## config.mk

```make
export PLATFORM = sky130hd
export DESIGN_NAME = keypad_calculator_controller_flat
export DESIGN_NICKNAME = d
export VERILOG_FILES = /design/src/hw/rtl/kcc_pkg.sv /design/src/hw/rtl/kcc_in_if.sv /design/src/hw/rtl/kcc_out_if.sv /design/src/hw/rtl/keypad_calculator_controller.sv /design/src/hw/rtl/kcc_ctrl.sv /design/src/hw/rtl/kcc_dpath.sv /design/src/flat_wrapper.sv
export SDC_FILE = /design/constraint.sdc
export NUM_CORES = 1
export LEC_CHECK = 0
export BUFFER_PORTS_ARGS = -buffer_cell sky130_fd_sc_hd__buf_4
export CAP_MARGIN = 20
export CORE_MARGIN = 1
export CORE_UTILIZATION = 38
export CTS_BUF_LIST = sky130_fd_sc_hd__clkbuf_8
export DETAILED_ROUTE_END_ITERATION = 12
export SLEW_MARGIN = 20
export SYNTH_ARGS = -nofsm -noshare
export SYNTH_HDL_FRONTEND = slang
export SYNTH_HIERARCHICAL = 1
export SYNTH_SLANG_ARGS = --single-unit
```

## constraint.sdc

```tcl
create_clock -name i_clk -period 9.6 [get_ports i_clk]
set_clock_uncertainty 0.05 [all_clocks]
set_input_delay 1.44 -clock i_clk [delete_from_list [all_inputs] [get_ports i_clk]]
set_output_delay 1.44 -clock i_clk [all_outputs]
set_load 0.02 [all_outputs]
```

## src/hw/rtl/kcc_pkg.sv

```systemverilog
// Types, constants and lookup functions of the keypad calculator.
package kcc_pkg;

    localparam int DIGITS     = 6;
    localparam int NUM_OUT    = 6;
    localparam int SHOWN      = (DIGITS < NUM_OUT) ? DIGITS : NUM_OUT;
    localparam int SCAN_W     = 8;
    localparam int SEG_W      = 7;
    localparam int OPND_W     = 16;
    localparam int CNT_W      = $clog2(OPND_W);
    localparam int ENTRY_W    = 3;
    localparam int BCD_DIGITS = 5;
    localparam int BCD_W      = 4 * BCD_DIGITS;
    localparam int DD_W       = BCD_W + OPND_W;

    localparam logic [ENTRY_W-1:0] ENTRY_MAX = ENTRY_W'(DIGITS - 1);
    localparam logic [SEG_W-1:0]   SEG_ZERO  = 7'h3f;

    localparam logic [3:0] KEY_DIGIT_MAX = 4'd9;
    localparam logic [3:0] KEY_ADD       = 4'd10;
    localparam logic [3:0] KEY_DIV       = 4'd13;
    localparam logic [3:0] KEY_EQUALS    = 4'd14;
    localparam logic [3:0] KEY_CLEAR     = 4'd15;

    typedef struct packed {
        logic       none;
        logic [3:0] code;
    } t_key;

    localparam t_key KEY_NONE = '{none: 1'b1, code: 4'hf};

    typedef enum logic [1:0] {
        OP_ADD = 2'd0,
        OP_SUB = 2'd1,
        OP_MUL = 2'd2,
        OP_DIV = 2'd3
    } t_op;

    typedef enum logic [1:0] {
        S_IDLE,
        S_DIV,
        S_CONV,
        S_EMIT
    } t_state;

    typedef struct packed {
        logic accept;
        logic div_step;
        logic conv_step;
        logic emit;
    } t_cmd;

    typedef struct packed {
        logic eq_act;
        logic is_div;
        logic cnt_last;
    } t_status;

    function automatic t_key decode_key(input logic [SCAN_W-1:0] code);
        t_key k;
        k.none = 1'b0;
        k.code = 4'd0;
        unique case (code)
            8'hee: k.code = 4'd7;
            8'hde: k.code = 4'd8;
            8'hbe: k.code = 4'd9;
            8'h7e: k.code = 4'd13;
            8'hed: k.code = 4'd4;
            8'hdd: k.code = 4'd5;
            8'hbd: k.code = 4'd6;
            8'h7d: k.code = 4'd12;
            8'heb: k.code = 4'd1;
            8'hdb: k.code = 4'd2;
            8'hbb: k.code = 4'd3;
            8'h7b: k.code = 4'd11;
            8'he7: k.code = 4'd15;
            8'hd7: k.code = 4'd0;
            8'hb7: k.code = 4'd14;
            8'h77: k.code = 4'd10;
            default: k = KEY_NONE;
        endcase
        return k;
    endfunction

    function automatic logic [SEG_W-1:0] seg_pattern(input logic [3:0] sym);
        logic [SEG_W-1:0] s;
        unique case (sym)
            4'd0:  s = 7'h3f;
            4'd1:  s = 7'h06;
            4'd2:  s = 7'h5b;
            4'd3:  s = 7'h4f;
            4'd4:  s = 7'h66;
            4'd5:  s = 7'h6d;
            4'd6:  s = 7'h7d;
            4'd7:  s = 7'h07;
            4'd8:  s = 7'h7f;
            4'd9:  s = 7'h6f;
            4'd10: s = 7'h77;
            4'd11: s = 7'h7c;
            4'd12: s = 7'h39;
            4'd13: s = 7'h5e;
            default: s = '0;
        endcase
        return s;
    endfunction

endpackage

```

## src/hw/rtl/kcc_in_if.sv

```systemverilog
// Keypad scan code channel.
interface kcc_in_if;
    logic                      valid;
    logic                      ready;
    logic [kcc_pkg::SCAN_W-1:0] scan_code;

    modport source (output valid, output scan_code, input ready);
    modport sink   (input valid, input scan_code, output ready);
endinterface

```

## src/hw/rtl/kcc_out_if.sv

```systemverilog
// Display contents channel.
interface kcc_out_if;
    logic                     valid;
    logic                     ready;
    logic [kcc_pkg::SEG_W-1:0] digit0;
    logic [kcc_pkg::SEG_W-1:0] digit1;
    logic [kcc_pkg::SEG_W-1:0] digit2;
    logic [kcc_pkg::SEG_W-1:0] digit3;
    logic [kcc_pkg::SEG_W-1:0] digit4;
    logic [kcc_pkg::SEG_W-1:0] digit5;

    modport source (output valid, output digit0, output digit1, output digit2,
                    output digit3, output digit4, output digit5, input ready);
    modport sink   (input valid, input digit0, input digit1, input digit2,
                    input digit3, input digit4, input digit5, output ready);
endinterface

```

## src/hw/rtl/keypad_calculator_controller.sv

```systemverilog
// Top level of the keypad four-function calculator.
//
//   channel  dir  payload                      beat taken when
//   i_in     in   scan_code[7:0]               valid & ready
//   o_out    out  digit0..digit5 [6:0] each    valid & ready
//
// A key that only updates operands or the display goes from S_IDLE through S_EMIT to its beat.
// Equals runs one shared counter: 16 restoring divide steps (divide only) and
// 16 double-dabble steps, then leaves its beat through S_EMIT.
// A new beat is taken while the previous result still waits in o_out.
// A stalled o_out holds the block in its last step until the sink takes it.
// Reset is synchronous; the display then shows 0 at the rightmost position.
module keypad_calculator_controller (
    input  logic       i_clk,
    input  logic       i_rst_n,
    kcc_in_if.sink     i_in,
    kcc_out_if.source  o_out
);

    kcc_pkg::t_cmd           cmd;
    kcc_pkg::t_status        status;
    logic [kcc_pkg::SEG_W-1:0] digits [kcc_pkg::NUM_OUT];

    kcc_ctrl u_ctrl (
        .i_clk       (i_clk),
        .i_rst_n     (i_rst_n),
        .i_in_valid  (i_in.valid),
        .o_in_ready  (i_in.ready),
        .o_out_valid (o_out.valid),
        .i_out_ready (o_out.ready),
        .i_status    (status),
        .o_cmd       (cmd)
    );

    kcc_dpath u_dpath (
        .i_clk       (i_clk),
        .i_rst_n     (i_rst_n),
        .i_scan_code (i_in.scan_code),
        .i_cmd       (cmd),
        .o_status    (status),
        .o_digits    (digits)
    );

    assign o_out.digit0 = digits[0];
    assign o_out.digit1 = digits[1];
    assign o_out.digit2 = digits[2];
    assign o_out.digit3 = digits[3];
    assign o_out.digit4 = digits[4];
    assign o_out.digit5 = digits[5];

endmodule

```

## src/hw/rtl/kcc_ctrl.sv

```systemverilog
// Sequencing state machine of the keypad calculator.
module kcc_ctrl (
    input  logic              i_clk,
    input  logic              i_rst_n,
    input  logic              i_in_valid,
    output logic              o_in_ready,
    output logic              o_out_valid,
    input  logic              i_out_ready,
    input  kcc_pkg::t_status  i_status,
    output kcc_pkg::t_cmd     o_cmd
);

    kcc_pkg::t_state r_state;
    kcc_pkg::t_state n_state;
    logic            r_out_valid;
    logic            n_out_valid;
    logic            out_free;

    assign out_free = !r_out_valid || i_out_ready;

    always_comb begin
        n_state = r_state;
        unique case (r_state)
            kcc_pkg::S_IDLE: begin
                if (i_in_valid) begin
                    if (!i_status.eq_act) begin
                        n_state = kcc_pkg::S_EMIT;
                    end else if (i_status.is_div) begin
                        n_state = kcc_pkg::S_DIV;
                    end else begin
                        n_state = kcc_pkg::S_CONV;
                    end
                end
            end
            kcc_pkg::S_DIV: begin
                if (i_status.cnt_last) begin
                    n_state = kcc_pkg::S_CONV;
                end
            end
            kcc_pkg::S_CONV: begin
                if (i_status.cnt_last) begin
                    n_state = kcc_pkg::S_EMIT;
                end
            end
            kcc_pkg::S_EMIT: begin
                if (out_free) begin
                    n_state = kcc_pkg::S_IDLE;
                end
            end
            default: n_state = kcc_pkg::S_IDLE;
        endcase
    end

    always_comb begin
        o_cmd      = '0;
        o_in_ready = 1'b0;
        unique case (r_state)
            kcc_pkg::S_IDLE: begin
                o_in_ready   = 1'b1;
                o_cmd.accept = i_in_valid;
            end
            kcc_pkg::S_DIV:  o_cmd.div_step  = 1'b1;
            kcc_pkg::S_CONV: o_cmd.conv_step = 1'b1;
            kcc_pkg::S_EMIT: o_cmd.emit      = out_free;
            default: o_cmd = '0;
        endcase
    end

    // Hold the result beat until the sink takes it.
    assign n_out_valid = o_cmd.emit || (r_out_valid && !i_out_ready);
    assign o_out_valid = r_out_valid;

    always_ff @(posedge i_clk) begin
        if (!i_rst_n) begin
            r_state     <= kcc_pkg::S_IDLE;
            r_out_valid <= 1'b0;
        end else begin
            r_state     <= n_state;
            r_out_valid <= n_out_valid;
        end
    end

endmodule

```

## src/hw/rtl/kcc_dpath.sv

```systemverilog
// Operand, display, divider and decimal conversion datapath.
module kcc_dpath (
    input  logic                        i_clk,
    input  logic                        i_rst_n,
    input  logic [kcc_pkg::SCAN_W-1:0]  i_scan_code,
    input  kcc_pkg::t_cmd               i_cmd,
    output kcc_pkg::t_status            o_status,
    output logic [kcc_pkg::SEG_W-1:0]   o_digits [kcc_pkg::NUM_OUT]
);

    // Add 3 to every decimal digit of 5 or more, then shift in one binary bit.
    function automatic logic [kcc_pkg::DD_W-1:0] dabble(
        input logic [kcc_pkg::DD_W-1:0] v
    );
        logic [kcc_pkg::DD_W-1:0] a;
        a = v;
        for (int d = 0; d < kcc_pkg::BCD_DIGITS; d++) begin
            if (a[kcc_pkg::OPND_W + 4*d +: 4] >= 4'd5) begin
                a[kcc_pkg::OPND_W + 4*d +: 4] = a[kcc_pkg::OPND_W + 4*d +: 4] + 4'd3;
            end
        end
        return {a[kcc_pkg::DD_W-2:0], 1'b0};
    endfunction

    logic [kcc_pkg::OPND_W-1:0]  r_first;
    logic [kcc_pkg::OPND_W-1:0]  r_second;
    kcc_pkg::t_op                r_op;
    logic                        r_phase;
    logic [kcc_pkg::ENTRY_W-1:0] r_entry;
    kcc_pkg::t_key               r_prev;
    logic [kcc_pkg::SEG_W-1:0]   r_disp [kcc_pkg::DIGITS];

    logic [kcc_pkg::OPND_W-1:0]  r_rem;
    logic [kcc_pkg::OPND_W-1:0]  r_quo;
    logic [kcc_pkg::OPND_W-1:0]  r_dvs;
    logic [kcc_pkg::CNT_W-1:0]   r_cnt;
    logic [kcc_pkg::DD_W-1:0]    r_dd;
    logic [kcc_pkg::SEG_W-1:0]   r_out [kcc_pkg::NUM_OUT];

    kcc_pkg::t_key               key;
    logic                        key_new;
    logic                        is_digit;
    logic                        is_op;
    logic                        is_clear;
    logic                        eq_act;
    logic [kcc_pkg::OPND_W-1:0]  cur;
    logic [kcc_pkg::OPND_W+3:0]  acc;
    logic [kcc_pkg::ENTRY_W-1:0] n_entry;
    logic [kcc_pkg::SEG_W-1:0]   shift_disp [kcc_pkg::DIGITS];
    logic [kcc_pkg::SEG_W-1:0]   result_disp [kcc_pkg::DIGITS];
    logic [kcc_pkg::OPND_W-1:0]  alu;
    logic [kcc_pkg::OPND_W:0]    rem_sh;
    logic [kcc_pkg::OPND_W:0]    rem_diff;
    logic [kcc_pkg::OPND_W-1:0]  n_rem;
    logic [kcc_pkg::OPND_W-1:0]  n_quo;
    logic [kcc_pkg::DD_W-1:0]    n_dd;
    logic [kcc_pkg::BCD_W-1:0]   bcd;

    assign key      = kcc_pkg::decode_key(i_scan_code);
    assign key_new  = key != r_prev;
    assign is_digit = !key.none && key.code <= kcc_pkg::KEY_DIGIT_MAX;
    assign is_op    = !key.none && key.code >= kcc_pkg::KEY_ADD
                      && key.code <= kcc_pkg::KEY_DIV && !r_phase;
    assign is_clear = !key.none && key.code == kcc_pkg::KEY_CLEAR;
    assign eq_act   = key_new && !key.none && key.code == kcc_pkg::KEY_EQUALS && r_phase;

    assign o_status.eq_act   = eq_act;
    assign o_status.is_div   = r_op == kcc_pkg::OP_DIV;
    assign o_status.cnt_last = &r_cnt;

    // Operand times ten plus the new digit, wrapping at 16 bits.
    assign cur = r_phase ? r_second : r_first;
    assign acc = {1'b0, cur, 3'b000} + {3'b000, cur, 1'b0}
                 + {{kcc_pkg::OPND_W{1'b0}}, key.code};
    assign n_entry = (r_entry < kcc_pkg::ENTRY_MAX) ? r_entry + 1'b1 : r_entry;

    always_comb begin
        for (int j = 0; j < kcc_pkg::DIGITS; j++) begin
            shift_disp[j] = r_disp[j];
        end
        for (int j = 1; j < kcc_pkg::DIGITS; j++) begin
            if (kcc_pkg::ENTRY_W'(j) <= r_entry) begin
                shift_disp[j] = r_disp[j-1];
            end
        end
        shift_disp[0] = kcc_pkg::seg_pattern(key.code);
    end

    always_comb begin
        case (r_op)
            kcc_pkg::OP_ADD: alu = r_first + r_second;
            kcc_pkg::OP_SUB: alu = r_first - r_second;
            kcc_pkg::OP_MUL: alu = kcc_pkg::OPND_W'(r_first * r_second);
            default:         alu = '0;
        endcase
    end

    // Restoring divide step; a zero divisor leaves an all-ones quotient.
    assign rem_sh   = {r_rem, r_quo[kcc_pkg::OPND_W-1]};
    assign rem_diff = rem_sh - {1'b0, r_dvs};
    assign n_rem    = rem_diff[kcc_pkg::OPND_W] ? rem_sh[kcc_pkg::OPND_W-1:0]
                                                : rem_diff[kcc_pkg::OPND_W-1:0];
    assign n_quo    = {r_quo[kcc_pkg::OPND_W-2:0], !rem_diff[kcc_pkg::OPND_W]};

    assign n_dd = dabble(r_dd);
    assign bcd  = n_dd[kcc_pkg::DD_W-1:kcc_pkg::OPND_W];

    // Blank every position above the most significant nonzero digit.
    always_comb begin
        for (int k = 0; k < kcc_pkg::DIGITS; k++) begin
            result_disp[k] = '0;
        end
        for (int k = 0; k < kcc_pkg::BCD_DIGITS; k++) begin
            if (k == 0 || (bcd >> (4*k)) != '0) begin
                result_disp[k] = kcc_pkg::seg_pattern(bcd[4*k +: 4]);
            end
        end
    end

    always_ff @(posedge i_clk) begin
        if (!i_rst_n) begin
            r_first  <= '0;
            r_second <= '0;
            r_op     <= kcc_pkg::OP_ADD;
            r_phase  <= 1'b0;
            r_entry  <= '0;
            r_prev   <= '0;
            for (int j = 0; j < kcc_pkg::DIGITS; j++) begin
                r_disp[j] <= (j == 0) ? kcc_pkg::SEG_ZERO : '0;
            end
        end else begin
            if (i_cmd.accept && key_new) begin
                r_prev <= key;
                if (is_digit) begin
                    if (r_phase) begin
                        r_second <= acc[kcc_pkg::OPND_W-1:0];
                    end else begin
                        r_first <= acc[kcc_pkg::OPND_W-1:0];
                    end
                    r_disp  <= shift_disp;
                    r_entry <= n_entry;
                end else if (is_op) begin
                    r_op    <= kcc_pkg::t_op'(2'(key.code - kcc_pkg::KEY_ADD));
                    r_disp  <= shift_disp;
                    r_entry <= n_entry;
                    r_phase <= 1'b1;
                end else if (eq_act) begin
                    r_first  <= '0;
                    r_second <= '0;
                    r_phase  <= 1'b0;
                    r_entry  <= '0;
                end else if (is_clear) begin
                    r_first  <= '0;
                    r_second <= '0;
                    r_phase  <= 1'b0;
                    r_entry  <= '0;
                    for (int j = 0; j < kcc_pkg::DIGITS; j++) begin
                        r_disp[j] <= (j == 0) ? kcc_pkg::SEG_ZERO : '0;
                    end
                end
            end
            if (i_cmd.conv_step && o_status.cnt_last) begin
                r_disp <= result_disp;
            end
        end
    end

    always_ff @(posedge i_clk) begin
        if (i_cmd.accept && eq_act) begin
            r_cnt <= '0;
            r_rem <= '0;
            r_quo <= r_first;
            r_dvs <= r_second;
            r_dd  <= {{kcc_pkg::BCD_W{1'b0}}, alu};
        end
        if (i_cmd.div_step) begin
            r_cnt <= r_cnt + 1'b1;
            r_rem <= n_rem;
            r_quo <= n_quo;
            if (o_status.cnt_last) begin
                r_dd <= {{kcc_pkg::BCD_W{1'b0}}, n_quo};
            end
        end
        if (i_cmd.conv_step) begin
            r_cnt <= r_cnt + 1'b1;
            r_dd  <= n_dd;
        end
        if (i_cmd.emit) begin
            for (int j = 0; j < kcc_pkg::NUM_OUT; j++) begin
                if (j < kcc_pkg::SHOWN) begin
                    r_out[j] <= r_disp[j];
                end else begin
                    r_out[j] <= '0;
                end
            end
        end
    end

    assign o_digits = r_out;

endmodule

```

## src/flat_wrapper.sv

```systemverilog
// flat-port wrapper written by rule: the top's interface ports become plain ports
module keypad_calculator_controller_flat 
  (i_clk, i_rst_n, i_in_valid, i_in_scan_code, i_in_ready, o_out_valid, o_out_digit0, o_out_digit1, o_out_digit2, o_out_digit3, o_out_digit4, o_out_digit5, o_out_ready);
  kcc_in_if i_in_i ();
  kcc_out_if o_out_i ();
  input  logic i_clk;
  input  logic i_rst_n;
  input wire logic [$bits(i_in_i.valid)-1:0] i_in_valid;
  input wire logic [$bits(i_in_i.scan_code)-1:0] i_in_scan_code;
  output wire logic [$bits(i_in_i.ready)-1:0] i_in_ready;
  output wire logic [$bits(o_out_i.valid)-1:0] o_out_valid;
  output wire logic [$bits(o_out_i.digit0)-1:0] o_out_digit0;
  output wire logic [$bits(o_out_i.digit1)-1:0] o_out_digit1;
  output wire logic [$bits(o_out_i.digit2)-1:0] o_out_digit2;
  output wire logic [$bits(o_out_i.digit3)-1:0] o_out_digit3;
  output wire logic [$bits(o_out_i.digit4)-1:0] o_out_digit4;
  output wire logic [$bits(o_out_i.digit5)-1:0] o_out_digit5;
  input wire logic [$bits(o_out_i.ready)-1:0] o_out_ready;
  assign i_in_i.valid = i_in_valid;
  assign i_in_i.scan_code = i_in_scan_code;
  assign i_in_ready = i_in_i.ready;
  assign o_out_valid = o_out_i.valid;
  assign o_out_digit0 = o_out_i.digit0;
  assign o_out_digit1 = o_out_i.digit1;
  assign o_out_digit2 = o_out_i.digit2;
  assign o_out_digit3 = o_out_i.digit3;
  assign o_out_digit4 = o_out_i.digit4;
  assign o_out_digit5 = o_out_i.digit5;
  assign o_out_i.ready = o_out_ready;
  keypad_calculator_controller u_core (.i_clk(i_clk), .i_rst_n(i_rst_n), .i_in(i_in_i), .o_out(o_out_i));
endmodule
```

# After elaboration in Yosys (flattened, before gate mapping)
# Memory sizes are Yosys's and may differ from the RTL's.
# Cells that the tools add are included.
[word_totals] ram_bits=0 mem_count=6 latchBits=0 in_bits=12 romBits=672 wordCells=203 ff_bits=218
[mem_list] memory="(no name shown)" depth=16 width=7 rd=1 rd_ports_with_merged_regs=0 wr=0 line_no="kcc_pkg.sv:87" rtl="unique case (sym)"
[mem_list] memory="(no name shown)" depth=16 width=7 rd=1 rd_ports_with_merged_regs=0 wr=0 line_no="kcc_pkg.sv:87"
[mem_list] memory="(no name shown)" depth=16 width=7 rd=1 rd_ports_with_merged_regs=0 wr=0 line_no="kcc_pkg.sv:87"
[mem_list] memory="(no name shown)" depth=16 width=7 rd=1 rd_ports_with_merged_regs=0 wr=0 line_no="kcc_pkg.sv:87"
[mem_list] memory="(no name shown)" depth=16 width=7 rd=1 rd_ports_with_merged_regs=0 wr=0 line_no="kcc_pkg.sv:87"
[mem_list] memory="(no name shown)" depth=16 width=7 rd=1 rd_ports_with_merged_regs=0 wr=0 line_no="kcc_pkg.sv:87"
[op_classes] order_cmp=14 n_eq_ne=34 mul=1 n_div=0 muxes=63 shifts=0 addsub=13 n_reduce_logical=43 n_bitwise=2
[op_table] op="$mux W42" n=6
[op_table] op="$mux W16" n=12
[op_table] op="$mux W36" n=4
[op_table] op="$eq A8 B8 Y1 const B" n=12
[op_table] op="$reduce_bool A20 Y1" n=4
[op_table] op="$mux W7" n=9
[op_table] op="$pmux W4 S15" n=1
[op_table] op="$pmux W16 S3" n=1
[op_table] op="$add A16 B16 Y16" n=2
[op_table] op="$eq A8 B7 Y1 const B" n=4
[op_table] op="$mux W4" n=7
[op_table] op="$ge A4 B3 Y1 const B" n=5
[op_table] op="$mux W3" n=6
[op_table] op="$sub A17 B16 Y17" n=1
[op_table] op="$add A16 B4 Y16" n=1
[op_table] op="$add A4 B2 Y4 const B" n=4
[op_table] op="$mul A16 B16 Y16" n=1
[op_table] op="$reduce_and A4 Y1" n=4
[op_table] op="$reduce_or A16 Y1" n=1
[op_table] op="$sub A16 B16 Y16" n=1
[op_table] op="$mux W15" n=1
[op_table] op="$ne A2 B2 Y1 const B" n=7
[op_table] op="$logic_and A1 B1 Y1" n=12
[op_table] op="$mux W2" n=6
[op_table] op="28 further kinds" n=58

# Logic depth before layout (Yosys ltp)
[logic_depth] word_depth=12 mapped_depth=23 ltp_nobuf=22

# Hierarchy
# The synthesis kept the hierarchy.
[by_module_without_submodules] module="kcc_dpath" area_per_inst_um2=17842.1 n_inst=1 cells_per_inst=1940 seq_area_each_um2=5245.0
[by_module_without_submodules] module="kcc_ctrl" area_per_inst_um2=222.7 n_inst=1 cells_per_inst=24 seq_area_each_um2=60.1

# Worst setup path before layout
# Ideal clock, no wire load.
[synth_timing] kind="register to register" from="register u_core/u_dpath/r_second[2] in the netlist's numbering" to="register u_core/u_dpath/r_dd[14] in the netlist's numbering" arrival_time_ns=5.365 path_slack_ns=4.062 path_buffers=2 synth_period_minus_slack_ns=5.538 t_required_ns=9.427 stages_incl_launch_ff=21 cell_sequence="dfxtp_1 -> clkbuf_1 -> clkbuf_1 -> nand2_1 -> fa_1 -> fa_1 -> fa_1 -> fa_1 -> inv_1 -> fa_1 -> inv_1 -> fa_1 -> inv_1 -> ha_1 -> nand3_1 -> o2111ai_1 -> a21o_1 -> a21oi_1 -> xnor2_1 -> a221oi_1 -> o31ai_1"
[synth_via] elab_chain_cells=6 word_cells_on_any_way=8
[synth_rtl] item="start: declaration" line_no="kcc_dpath.sv:26" rtl="logic [kcc_pkg::OPND_W-1:0] r_second;"
[synth_rtl] item="start signal: assignment" line_no="kcc_dpath.sv:136" rtl="r_second <= acc[kcc_pkg::OPND_W-1:0];"
[synth_rtl] item="$mul A16 B16 Y16, or another cell as far along" line_no="kcc_dpath.sv:93" rtl="kcc_pkg::OP_MUL: alu = kcc_pkg::OPND_W'(r_first * r_second);"
[synth_rtl] item="$pmux W16 S3 (*)" line_no="kcc_dpath.sv:90" rtl="case (r_op)"
[synth_rtl] item="$mux W36 (*)" line_no="kcc_dpath.sv:169" rtl="if (i_cmd.accept && eq_act) begin"
[synth_rtl] item="$mux W36" line_no="kcc_dpath.sv:180" rtl="if (o_status.cnt_last) begin"
[synth_rtl] item="$mux W36 (*)" line_no="kcc_dpath.sv:176" rtl="if (i_cmd.div_step) begin"
[synth_rtl] item="$mux W36 (*)" line_no="kcc_dpath.sv:184" rtl="if (i_cmd.conv_step) begin"
[synth_rtl] item="end signal: assignment" line_no="kcc_dpath.sv:174" rtl="r_dd <= {{kcc_pkg::BCD_W{1'b0}}, alu};"
[synth_rtl] item="end signal: assignment" line_no="kcc_dpath.sv:181" rtl="r_dd <= {{kcc_pkg::BCD_W{1'b0}}, n_quo};"
[synth_rtl] item="end signal: assignment" line_no="kcc_dpath.sv:186" rtl="r_dd <= n_dd;"
[synth_rtl] item="end: declaration" line_no="kcc_dpath.sv:37" rtl="logic [kcc_pkg::DD_W-1:0] r_dd;"
# Mark *: on every way between the ends. The rest lies on a longest branch, timed or not.
# A chain may end at the register's enable or synchronous reset.

# Worst setup path in the final report
[layout_timing] from="register u_core/u_dpath/r_second[3] in the netlist's numbering" to="register u_core/u_dpath/r_dd[15] in the netlist's numbering"
# The elaborated chain is that of the path after synthesis.

==> qor.yml <==
synth:
  ys_seq_elements: 218
  synth_area_per_cell_um2: 9.20
  synth-async-reset-ratio_pct: 0
  seq_area_frac_synth_pct: 29.4
  yosys-top-cells-area: "edfxtp_1 (16%), dfxtp_1 (14%), ha_1 (11%), fa_1 (9.3%), mux2i_1 (4.7%)"
  synth_fp_nets: 2217
  yosysWarnings: 6
  post-synth-top-area-cell: "edfxtp_1"
  synth_top_cell_area_share_pct: 15.6
  ys_types: 91
  syn_area_um2: 18100
  syn_inst: 1964
  synth_edf_count: 94
  synth_flop_cell: "dfxtp_1"
cells_and_area:
  fillers: 4557
  diodes: 0
  register_area_um2: 5310
  area_growth_pct: 10.0
  layout_commonest_cell: "inv_1"
  layout_common_cells: "inv_1 (204), nor2_1 (163), ha_1 (156)"
  multi_input_area_um2: 11600
  fin_nets: 2245
  instances_no_fill: 2631
  drive_above_1_share_pct: 10.0
timing:
  tns_ns: 0
  worstMarginPinSlew_ns: 1.12
  setup_viol: 0
  finalWorstSetupSlack_ns: 3.54
  post-route-period-util_pct: 63.1
  rsz0062_at_grt: "no"
  maxSlewViolCount: 0
  slew_headroom_pct: 25.0
  hold_viol: 0
  period_minus_slack_ns: 6.06
  clock.fmax_mhz: 165
  hold_ws_ns: 0.387
route:
  antenna_left: 0
  drt_iter0_drc: 1158
  drt-pass1-iter-count: 10
  drc: 3
  vias_per_cell: 5.52
  wirelength_mm: 47.8
  num_vias: 14520
  routedWlPerCell_um: 18.2
floorplan:
  floorplan.die_area_um2: 48400
  ioPinCount: 56
  num_rows: 79
  die_h_um: 220
  die_x_um: 220
  core_um2: 46800
  initial_utilization_pct: 38.6
clock_network:
  clock_tree.buffer_depth: 3
  clock_latency_ns: 0.58
  post_cts_resized: 0
  hold_buffers: 0
  htree_levels: 2
  numCtsBuffers: 40
  post_cts_buffers: 0
  clock-root-buffer: "clkbuf_8"
  cts_tree: "yes"
  clk_pin_slew_ns: 0.07
  cts.sinks: 218
grt:
  track_usage_pct: 19.9
  grt_pass1_wl_mm: 76.7
  grt_max_degree: 59
  overflow: 0
  antenna_found_initial: 0
  grt_pass1_vias: 14206
worst_setup_path:
  worstPathMaxFanout: 18
  cp-end-kind: "flip-flop"
  critPathArrivalTime_ns: 6.49
  path_class: "flip-flop to flip-flop"
  required_ns: 10.03
  start_kind: "flip-flop"
pwr:
  p_total_mw: 3.51
  leakage_nw: 8.20
  power_density_nw_per_um2: 177
  ir_worst_vdd_v: 0.0000966
placement:
  dp_hpwl_mm: 35.1
  pre_cts_slack_ns: 3.49
  port_buffers: 55
  place.gp.congestion: 0.927
  dp_cells: 2555
status:
  status: "finished with violations"
  failed_checks: "DRC"
min_path:
  hold_path_class: "flip-flop to flip-flop"
run:
  maxCapViolCount: 0
==> state kept, by name, indices dropped and copies added, names as in the netlist, 2 cells and up <==
signal / count
u_core/u_dpath/r_rem: 16
u_core/u_dpath/r_cnt: 4
u_core/u_dpath/o_digits: 42
u_core/u_dpath/r_second: 16
u_core/u_dpath/r_quo: 16
u_core/u_dpath/r_dd: 36
u_core/u_dpath/r_disp: 42
u_core/u_dpath/r_first: 16
u_core/u_ctrl/r_state: 2
u_core/u_dpath/r_op: 2
u_core/u_dpath/r_prev: 5
u_core/u_dpath/r_dvs: 16
u_core/u_dpath/r_entry: 3
==> Yosys cell counts, types with 38 or more instances <==
master,number
edfxtp_1,94
clkbuf_1,68
o21ai_0,71
mux2i_1,84
nor3_1,38
ha_1,157
nand3_1,41
inv_1,192
a21oi_1,99
dfxtp_1,124
fa_1,84
nand2_1,154
and2_1,82
xnor2_1,73
nor2_1,163
==> report_power, final <==
group	internal, mW	switching (mW)
registers	1.13	0.0973
logic	0.533	0.825
clock network	0.498	0.421
total	2.17	1.34
==> path summary, 6_finish.rpt <==
kind                                                              start  cells after the start  slack (ns)                                     to
worst max-delay path            u_core/u_dpath/r_second[3]$_SDFFE_PN0P_                     17        3.54        u_core/u_dpath/r_dd[15]$_DFF_P_
worst min register to register   u_core/u_dpath/r_disp[35]$_SDFFE_PN1P_                      0        0.39  u_core/u_dpath/o_digits[35]$_DFFE_PP_
worst max register to register  u_core/u_dpath/r_second[3]$_SDFFE_PN0P_                     17        3.54        u_core/u_dpath/r_dd[15]$_DFF_P_
worst min-delay path             u_core/u_dpath/r_disp[35]$_SDFFE_PN1P_                      0        0.39  u_core/u_dpath/o_digits[35]$_DFFE_PP_
==> per-stage QoR <==
step	area (um^2)	util, %
6_report	19900	42.5
2_1_floorplan	18100	-
3_3_place_gp	19000	40.6
5_1_grt	19900	42.5
3_5_place_dp	19000	40.6
4_1_cts	19800	42.4
==> metal layers <==
| metal | vias to the layer above | global-route usage (%) | share of wire (%) |
|---|---|---|---|
| met1 | 7055 | 26.9 | 45 |
| met4 | 0 | 6.09 | 2.6 |
| met2 | 432 | 32.7 | 47 |
| met5 | - | 0 | 0 |
| li1 | 6943 | - | - |
| met3 | 90 | 2.69 | 5.6 |
==> cells by family (layout without fill, tap and decap cells) <==
family / after synthesis / in the layout / share of synthesized area (%)
simple gates: 588 / 588 / 16.0
mux: 121 / 121 / 7.33
buf+inv: 288 / 348 / 6.30
flops: 218 / 218 / 29.4
fa+ha+maj: 241 / 241 / 20.2
xor+xnor: 99 / 99 / 4.84
compound gates: 409 / 409 / 16.0
==> layout make-up <==
type	instances	area share (%)
Clock buffer	49	3.39
Clock inverter	25	0.831
Inverter	199	3.77
Multi-Input combinational cell	1458	58.5
Sequential cell	218	26.7
Tap cell	607	3.82
Timing Repair Buffer	75	2.97
==> worst max-delay path: stages, from the launching register on <==
cell	delay [ns]
dfxtp_1	0.84
nand2_1	0.21
fa_1	0.60
fa_1	0.43
fa_1	0.52
inv_1	0.04
ha_1	0.32
fa_1	0.53
inv_1	0.05
fa_1	0.53
inv_1	0.06
ha_1	0.24
o41ai_1	0.53
o21ai_0	0.31
a31oi_1	0.31
xnor2_1	0.15
nand2_1	0.07
a32oi_1	0.20
Power figures use the tool's default switching activity.
